## src/design/i2cm_pkg.sv

```systemverilog
// ----------------------------------------------------------------------------
// i2cm_pkg
// Types and constants shared by the I2C master register controller.
// ----------------------------------------------------------------------------
`default_nettype none

package i2cm_pkg;

  // bus action codes
  localparam logic [2:0] OP_NONE  = 3'd0;
  localparam logic [2:0] OP_START = 3'd1;
  localparam logic [2:0] OP_STOP  = 3'd2;
  localparam logic [2:0] OP_SEND  = 3'd3;
  localparam logic [2:0] OP_RECV  = 3'd4;

  // register indexes
  localparam logic [2:0] REG_CONTROL  = 3'd0;
  localparam logic [2:0] REG_STATUS   = 3'd1;
  localparam logic [2:0] REG_OWN_ADDR = 3'd2;
  localparam logic [2:0] REG_DATA     = 3'd3;
  localparam logic [2:0] REG_LINE_CTL = 3'd4;

  // access kinds
  localparam logic KIND_READ  = 1'b0;
  localparam logic KIND_WRITE = 1'b1;

  localparam logic [7:0] CTRL_WR_MASK   = 8'hef;
  localparam logic [7:0] STAT_KEEP_MASK = 8'h0f;
  localparam logic [7:0] STAT_WR_MASK   = 8'hf0;
  localparam logic [7:0] STAT_RUN_MASK  = 8'h90;
  localparam logic [7:0] STAT_RD_MASK   = 8'hdf;
  localparam logic [6:0] OWN_ADDR_MASK  = 7'h7f;

  typedef struct packed {
    logic       kind;
    logic [2:0] reg_index;
    logic [7:0] write_value;
    logic       slave_ack;
    logic [7:0] slave_rx_byte;
  } item_t;

  typedef struct packed {
    logic [7:0] read_data;
    logic       irq_pulse;
    logic [2:0] bus_op;
    logic [6:0] bus_address;
    logic       bus_direction_read;
    logic [7:0] bus_tx_byte;
    logic       bus_nack_sent;
  } result_t;

  typedef struct packed {
    logic [7:0] control;
    logic [7:0] status;
    logic [7:0] data;
    logic [6:0] own_address;
    logic [7:0] line_control;
    logic       busy;
    logic       start_pending;
  } regs_t;

endpackage

`default_nettype wire

```

## src/design/i2cm_if.sv

```systemverilog
// ----------------------------------------------------------------------------
// i2cm_if
// Valid/ready channels for register accesses and their results.
// ----------------------------------------------------------------------------
`default_nettype none

interface i2cm_req_if;
  logic       valid;
  logic       ready;
  logic       kind;
  logic [2:0] reg_index;
  logic [7:0] write_value;
  logic       slave_ack;
  logic [7:0] slave_rx_byte;

  modport source (
    output valid, kind, reg_index, write_value, slave_ack, slave_rx_byte,
    input  ready
  );
  modport sink (
    input  valid, kind, reg_index, write_value, slave_ack, slave_rx_byte,
    output ready
  );
endinterface

interface i2cm_rsp_if;
  logic       valid;
  logic       ready;
  logic [7:0] read_data;
  logic       irq_pulse;
  logic [2:0] bus_op;
  logic [6:0] bus_address;
  logic       bus_direction_read;
  logic [7:0] bus_tx_byte;
  logic       bus_nack_sent;

  modport source (
    output valid, read_data, irq_pulse, bus_op, bus_address,
           bus_direction_read, bus_tx_byte, bus_nack_sent,
    input  ready
  );
  modport sink (
    input  valid, read_data, irq_pulse, bus_op, bus_address,
           bus_direction_read, bus_tx_byte, bus_nack_sent,
    output ready
  );
endinterface

`default_nettype wire

```

## src/design/i2cm_step.sv

```systemverilog
// ----------------------------------------------------------------------------
// i2cm_step
// Register access decode and one master bus step, purely combinational.
// ----------------------------------------------------------------------------
`default_nettype none

module i2cm_step (
  input  var i2cm_pkg::regs_t   regs_i,
  input  var i2cm_pkg::item_t   item_i,
  output i2cm_pkg::regs_t       regs_o,
  output i2cm_pkg::result_t     res_o
);

  i2cm_pkg::regs_t w;       // registers after the plain write
  logic            do_step;
  logic            run;
  logic            ending;
  logic            begin_xfer;
  logic            busy_now;
  logic            ack;

  always_comb begin
    w          = regs_i;
    res_o      = '0;
    do_step    = 1'b0;

    if (item_i.kind == i2cm_pkg::KIND_READ) begin
      unique case (item_i.reg_index)
        i2cm_pkg::REG_CONTROL:  res_o.read_data = regs_i.control;
        i2cm_pkg::REG_STATUS:   res_o.read_data = regs_i.status & i2cm_pkg::STAT_RD_MASK;
        i2cm_pkg::REG_OWN_ADDR: res_o.read_data = {1'b0, regs_i.own_address};
        i2cm_pkg::REG_DATA:     res_o.read_data = regs_i.data;
        i2cm_pkg::REG_LINE_CTL: res_o.read_data = regs_i.line_control;
        default:                res_o.read_data = '0;
      endcase
    end else begin
      unique case (item_i.reg_index)
        i2cm_pkg::REG_CONTROL: begin
          // interrupt pending can only be cleared from software
          w.control = (regs_i.control | i2cm_pkg::CTRL_WR_MASK) & item_i.write_value;
          do_step   = regs_i.busy;
        end
        i2cm_pkg::REG_STATUS: begin
          w.status = (regs_i.status & i2cm_pkg::STAT_KEEP_MASK)
                   | (item_i.write_value & i2cm_pkg::STAT_WR_MASK);
          if (w.status[5]) begin
            w.start_pending = 1'b1;
          end
          do_step = 1'b1;
        end
        i2cm_pkg::REG_OWN_ADDR: w.own_address = item_i.write_value[6:0] & i2cm_pkg::OWN_ADDR_MASK;
        i2cm_pkg::REG_DATA:     w.data = item_i.write_value;
        i2cm_pkg::REG_LINE_CTL: w.line_control = item_i.write_value;
        default: ;
      endcase
    end

    run        = do_step && !w.control[4]
               && ((w.status & i2cm_pkg::STAT_RUN_MASK) == i2cm_pkg::STAT_RUN_MASK);
    ending     = !w.status[5];
    begin_xfer = w.start_pending && !ending;
    busy_now   = w.busy || begin_xfer;
    ack        = 1'b1;
    regs_o     = w;

    if (run) begin
      regs_o.start_pending = 1'b0;
      regs_o.busy          = busy_now;
      if (busy_now) begin
        priority if (begin_xfer) begin
          res_o.bus_op             = i2cm_pkg::OP_START;
          res_o.bus_address        = w.data[7:1];
          res_o.bus_direction_read = !w.status[6];
          ack                      = item_i.slave_ack;
        end else if (ending) begin
          res_o.bus_op = i2cm_pkg::OP_STOP;
        end else if (w.status[6]) begin
          res_o.bus_op      = i2cm_pkg::OP_SEND;
          res_o.bus_tx_byte = w.data;
          ack               = item_i.slave_ack;
        end else begin
          res_o.bus_op        = i2cm_pkg::OP_RECV;
          regs_o.data         = item_i.slave_rx_byte;
          res_o.bus_nack_sent = !w.control[7];
        end

        if (ending) begin
          regs_o.busy = 1'b0;
        end else begin
          regs_o.status[0]  = !ack;
          regs_o.control[4] = 1'b1;
          res_o.irq_pulse   = w.control[5];
          if (!ack) begin
            regs_o.busy = 1'b0;
          end
        end
      end
    end
  end

endmodule

`default_nettype wire

```

## src/design/i2c_master_register_controller.sv

```systemverilog
// ----------------------------------------------------------------------------
// i2c_master_register_controller
// Register file and master step sequencing for an I2C bus master.
// ----------------------------------------------------------------------------
// Timing: an accepted request is captured in the input register and its
//   result in the result register; the step logic sits between them.
// Throughput: one access per cycle unless the result side stalls, limited
//   by the register file update loop.
// Reset: all registers, busy and pending start clear to zero; both pipeline
//   stages empty.
`default_nettype none

module i2c_master_register_controller (
  input  wire          clk_i,
  input  wire          rst_ni,
  i2cm_req_if.sink     req_i,
  i2cm_rsp_if.source   rsp_o
);

  logic                in_valid_q;
  i2cm_pkg::item_t     in_q;
  logic                out_valid_q;
  i2cm_pkg::result_t   res_q;
  i2cm_pkg::regs_t     regs_q;
  i2cm_pkg::regs_t     regs_d;
  i2cm_pkg::result_t   res_d;
  logic                advance;

  // the input stage moves on whenever the result stage is free or draining
  assign advance     = in_valid_q && (!out_valid_q || rsp_o.ready);
  assign req_i.ready = !in_valid_q || advance;

  i2cm_step u_step (
    .regs_i (regs_q),
    .item_i (in_q),
    .regs_o (regs_d),
    .res_o  (res_d)
  );

  always_ff @(posedge clk_i or negedge rst_ni) begin
    if (!rst_ni) begin
      in_valid_q  <= 1'b0;
      out_valid_q <= 1'b0;
      regs_q      <= '0;
    end else begin
      if (req_i.ready) begin
        in_valid_q <= req_i.valid;
      end
      if (advance) begin
        out_valid_q <= 1'b1;
        regs_q      <= regs_d;
      end else if (rsp_o.ready) begin
        out_valid_q <= 1'b0;
      end
    end
  end

  always_ff @(posedge clk_i) begin
    if (req_i.valid && req_i.ready) begin
      in_q.kind          <= req_i.kind;
      in_q.reg_index     <= req_i.reg_index;
      in_q.write_value   <= req_i.write_value;
      in_q.slave_ack     <= req_i.slave_ack;
      in_q.slave_rx_byte <= req_i.slave_rx_byte;
    end
    if (advance) begin
      res_q <= res_d;
    end
  end

  assign rsp_o.valid              = out_valid_q;
  assign rsp_o.read_data          = res_q.read_data;
  assign rsp_o.irq_pulse          = res_q.irq_pulse;
  assign rsp_o.bus_op             = res_q.bus_op;
  assign rsp_o.bus_address        = res_q.bus_address;
  assign rsp_o.bus_direction_read = res_q.bus_direction_read;
  assign rsp_o.bus_tx_byte        = res_q.bus_tx_byte;
  assign rsp_o.bus_nack_sent      = res_q.bus_nack_sent;

endmodule

`default_nettype wire

```

## src/flat_wrapper.sv

```systemverilog
// flat-port wrapper written by rule: the top's interface ports become plain ports
module i2c_master_register_controller_flat 
  (clk_i, rst_ni, req_i_valid, req_i_kind, req_i_reg_index, req_i_write_value, req_i_slave_ack, req_i_slave_rx_byte, req_i_ready, rsp_o_valid, rsp_o_read_data, rsp_o_irq_pulse, rsp_o_bus_op, rsp_o_bus_address, rsp_o_bus_direction_read, rsp_o_bus_tx_byte, rsp_o_bus_nack_sent, rsp_o_ready);
  i2cm_req_if req_i_i ();
  i2cm_rsp_if rsp_o_i ();
  input  wire clk_i;
  input  wire rst_ni;
  input wire logic [$bits(req_i_i.valid)-1:0] req_i_valid;
  input wire logic [$bits(req_i_i.kind)-1:0] req_i_kind;
  input wire logic [$bits(req_i_i.reg_index)-1:0] req_i_reg_index;
  input wire logic [$bits(req_i_i.write_value)-1:0] req_i_write_value;
  input wire logic [$bits(req_i_i.slave_ack)-1:0] req_i_slave_ack;
  input wire logic [$bits(req_i_i.slave_rx_byte)-1:0] req_i_slave_rx_byte;
  output wire logic [$bits(req_i_i.ready)-1:0] req_i_ready;
  output wire logic [$bits(rsp_o_i.valid)-1:0] rsp_o_valid;
  output wire logic [$bits(rsp_o_i.read_data)-1:0] rsp_o_read_data;
  output wire logic [$bits(rsp_o_i.irq_pulse)-1:0] rsp_o_irq_pulse;
  output wire logic [$bits(rsp_o_i.bus_op)-1:0] rsp_o_bus_op;
  output wire logic [$bits(rsp_o_i.bus_address)-1:0] rsp_o_bus_address;
  output wire logic [$bits(rsp_o_i.bus_direction_read)-1:0] rsp_o_bus_direction_read;
  output wire logic [$bits(rsp_o_i.bus_tx_byte)-1:0] rsp_o_bus_tx_byte;
  output wire logic [$bits(rsp_o_i.bus_nack_sent)-1:0] rsp_o_bus_nack_sent;
  input wire logic [$bits(rsp_o_i.ready)-1:0] rsp_o_ready;
  assign req_i_i.valid = req_i_valid;
  assign req_i_i.kind = req_i_kind;
  assign req_i_i.reg_index = req_i_reg_index;
  assign req_i_i.write_value = req_i_write_value;
  assign req_i_i.slave_ack = req_i_slave_ack;
  assign req_i_i.slave_rx_byte = req_i_slave_rx_byte;
  assign req_i_ready = req_i_i.ready;
  assign rsp_o_valid = rsp_o_i.valid;
  assign rsp_o_read_data = rsp_o_i.read_data;
  assign rsp_o_irq_pulse = rsp_o_i.irq_pulse;
  assign rsp_o_bus_op = rsp_o_i.bus_op;
  assign rsp_o_bus_address = rsp_o_i.bus_address;
  assign rsp_o_bus_direction_read = rsp_o_i.bus_direction_read;
  assign rsp_o_bus_tx_byte = rsp_o_i.bus_tx_byte;
  assign rsp_o_bus_nack_sent = rsp_o_i.bus_nack_sent;
  assign rsp_o_i.ready = rsp_o_ready;
  i2c_master_register_controller u_core (.clk_i(clk_i), .rst_ni(rst_ni), .req_i(req_i_i), .rsp_o(rsp_o_i));
endmodule
```

## config.mk

```make
export PLATFORM = sky130hd
export DESIGN_NAME = i2c_master_register_controller_flat
export DESIGN_NICKNAME = d
export VERILOG_FILES = /design/src/design/i2cm_pkg.sv /design/src/design/i2cm_if.sv /design/src/design/i2cm_step.sv /design/src/design/i2c_master_register_controller.sv /design/src/flat_wrapper.sv
export SDC_FILE = /design/constraint.sdc
export NUM_CORES = 1
export LEC_CHECK = 0
export BUFFER_PORTS_ARGS = -buffer_cell sky130_fd_sc_hd__buf_4
export CAP_MARGIN = 20
export CORE_ASPECT_RATIO = 0.6
export CORE_MARGIN = 3
export CORE_UTILIZATION = 25
export CTS_CLUSTER_DIAMETER = 80
export DETAILED_ROUTE_END_ITERATION = 6
export HOLD_SLACK_MARGIN = 0.02
export SETUP_SLACK_MARGIN = 0.5
export SLEW_MARGIN = 20
export SYNTH_ARGS = -nofsm -noshare
export SYNTH_HDL_FRONTEND = slang
export SYNTH_SLANG_ARGS = --single-unit
export TNS_END_PERCENT = 30
```

## constraint.sdc

```tcl
create_clock -name clk_i -period 2.8 [get_ports clk_i]
set_clock_uncertainty 0.15 [all_clocks]
set_input_delay 0 -clock clk_i [delete_from_list [all_inputs] [get_ports clk_i]]
set_output_delay 0 -clock clk_i [all_outputs]
set_load 0.02 [all_outputs]
```

==> flow_metrics.tcl <==
set metrics [dict create \
    yosysSeqAreaShare_pct 60.8 \
    core-area_sq_um 15700 \
    yosysUniqueCellTypes 40 \
    root_buffer "clkbuf_16" \
    seqPwrFrac_pct 48.4 \
    max_freq_mhz 431 \
    vias 2837 \
    dieArea_sq_um 18100 \
    synth.most_common_cell "edfxtp_1" \
    cts_num_sinks 90 \
    dpl_cell_area_sq_um 4830 \
    tns_ns 0 \
    netlist_area_sq_um 4120 \
    final.min_clock_period_ns 2.32 \
    drtPass1Iterations 4 \
    switching_share_pct 28.0 \
    fill_cells 1532 \
    route.detailed.drc 0 \
    p_comb_share_pct 20.4 \
    htree_levels 3 \
    die_w_microns 172 \
    ys_warn_count 0 \
    tightestPinTransition_ns 0.537 \
    post-dp-hpwl_microns 8020 \
    start_kind "register" \
    start_util_pct 26.2 \
    reg2reg_from "u_core.in_q[19]" \
    crit_top_cell "buf_4" \
    clockBufferDepth 2 \
    syn2layout_area_growth_pct 33.1 \
    syn_inst 305 \
    portBuffers 55 \
    totalPowerFinal_mw 3.78 \
    critical_path.top_delay_family "simple AND/OR/NAND/NOR gates" \
    synthFlopType "edfxtp_1" \
    num_antenna_cells 0 \
    crit_arrival_ns 2.40 \
    pin_count 56 \
    yosys.area.top_type_share_pct 36.5 \
    hold_path.class "in2async" \
    clk_pin_slew_worst_paths_ns 0.06 \
    crit_required_ns 2.88 \
    drive_above_1_share_pct 38.0 \
    ys_seq_elements 90 \
    cp_slowest_cell "edfxtp_1" \
    max_stage_delay_ns 0.45 \
    cts_inserted_buffers 9 \
    cp_cell_sequence "buf_4 > nor4b_4 > buf_4 > nand3_1 > mux2_2" \
    grt_pass1_vias 2816 \
    power_frac_clock_pct 31.2 \
    die_y_microns 105 \
    path_class "reg2reg" \
    setup_viol 0 \
    crit_buf_inv 2 \
    grtUsageTotal_pct 12.7 \
    regToRegSetupSlack_ns 0.48 \
    grt_pass1_wl_microns 17100 \
    power.internal_mw 2.72 \
    antenna_found_initial 0 \
    routed_wirelength_microns 11000 \
    drv_slew 0 \
    routabilityCongestion 0.925 \
    cp-end-kind "register" \
    maxCapViolCount 0 \
    via_per_inst 4.63 \
    cts_tree "done" \
    p_leak_nw 2.18 \
    detail_route.wl_per_cell_microns 17.9 \
    ys_top_cells_by_count "edfxtp_1, dfrtp_1, mux2_2, a21oi_1, mux2i_1" \
    switchingPower_mw 1.06 \
    ant_nets 0 \
    hold_violations 0 \
    ys_async_sr_fraction_pct 44.4 \
    synth-edff-count 50 \
    grt_setup_unrepaired "yes" \
    drtIter0Drc 316 \
    grt_max_degree 41 \
    cp-startpoint "u_core.in_q[19]" \
    avgSynthCellArea_sq_um 13.5 \
    grt-ovfl-total 0 \
    powerDensity_nw_per_um2 690 \
    rows 35 \
    vdd_drop_max_mv 0.323 \
    post-route-period-util_pct 82.9 \
    yosys.area.top_type "edfxtp_1" \
    finalInstanceArea_sq_um 5480 \
    synth_area_leaders "edfxtp_1, dfrtp_1, mux2_2" \
    clk_latency_ns 0.34 \
    slew-limit-headroom_pct 64.2 \
    critPathMaxFanout 9 \
    outcome "complete, no violations" \
    syn_nets 330 \
    fin_nets 430 \
]
## worst reg2reg max path, cell delays in order, from the launching register on
cell      delay, ns
edfxtp_1       0.45
buf_4          0.21
nor4b_4        0.39
buf_4          0.19
nand3_1        0.39
mux2_2         0.43
## worst paths after layout
kind,end,depth (start not counted)
max,u_core.regs_q[35],5
min in group clk_i,u_core.in_q[13],2
min,u_core.regs_q[16],2
min reg2reg,u_core.regs_q[9],1
max in group asynchronous,u_core.regs_q[23],2
max reg2reg,u_core.regs_q[35],5
## power by group through the flow
stage          logic (mW)  registers, mW  clock network [mW]
2_1_floorplan       0.477           1.80                   0
3_3_place_gp        0.691           1.85                   0
3_5_place_dp        0.714           1.85                   0
4_1_cts             0.761           1.82                1.21
5_1_grt             0.850           1.85                1.28
6_report            0.770           1.83                1.18
## placed cells by master (no fill, tap or decap), types with 2 or more instances in the layout
master / instances
buf_4: 81
edfxtp_1: 50
dfrtp_1: 40
mux2_2: 37
a21oi_1: 30
dlygate4sd3_1: 25
nor2_1: 16
mux2i_1: 16
nand2_1: 14
nor3_1: 11
nand3_1: 10
clkbuf_16: 9
mux2_4: 8
nand2b_1: 6
nand3b_1: 5
a21o_1: 5
o21ai_0: 4
or2_2: 4
inv_1: 3
and2_1: 2
nor3_2: 2
nor2b_1: 2
and4b_1: 2
mux4_2: 2
o21a_1: 2
a2bb2oi_1: 2
clkbuf_1: 2
buf_6: 2
## through the flow
step	utilization [%]	hold WS [ns]	std cells	setup WS [ns]
2_1_floorplan	-	-0.446	305	0.580
3_3_place_gp	30.7	-0.144	563	0.344
3_5_place_dp	30.7	-0.130	563	0.230
4_1_cts	34.6	0.0609	611	0.512
5_1_grt	34.9	0.0880	613	0.423
6_report	34.9	0.0428	613	0.479
## layout make-up
cell class	count	area [sq um]	share of cell area, %
multi-input cells	193	1550	28.2
clock buffers	11	233	4.24
clock inverters	5	55.1	1.00
inverters	3	11.3	0.205
flip-flops and latches	90	2500	45.6
repair buffers	108	881	16.1
well taps	203	254	4.63
## per-layer routing
layer	vias up	track usage [%]	part of all wire (%)
met2	117	15.4	38
met3	6	4.39	9.9
met5	-	0	0
li1	1332	-	-
met1	1382	20.5	51
met4	0	3.39	0.53
## cell families (layout without fill, tap and decap cells)
group	Yosys count	in the layout	synth area share, %
flip-flops	90	90	60.8
AO/OA/AOI/OAI	48	48	6.93
multiplexers	64	64	18.3
buffers and inverters	22	127	2.61
AND/OR/NAND/NOR	81	81	11.5
## state kept, by name, summed over array words and instances (netlist names)
name and cells:
u_core.regs_q 38, u_core.in_q 21, u_core.rsp_o.bus_tx_byte 8, u_core.rsp_o.read_data 8, u_core.rsp_o.bus_address 7, u_core.rsp_o.bus_op 3
u_core.in_valid_q 1, u_core.rsp_o.bus_direction_read 1, u_core.rsp_o.bus_nack_sent 1, u_core.rsp_o.irq_pulse 1, u_core.rsp_o.valid 1
## repair_timing
action,4_1_cts,5_1_grt
setup endpoints to repair,33,34
setup buffers,7,2
gates resized for setup,3,4
hold endpoints to repair,63,0
hold buffers,25,0
pin swaps,2,1
Power figures use the tool's default switching activity.
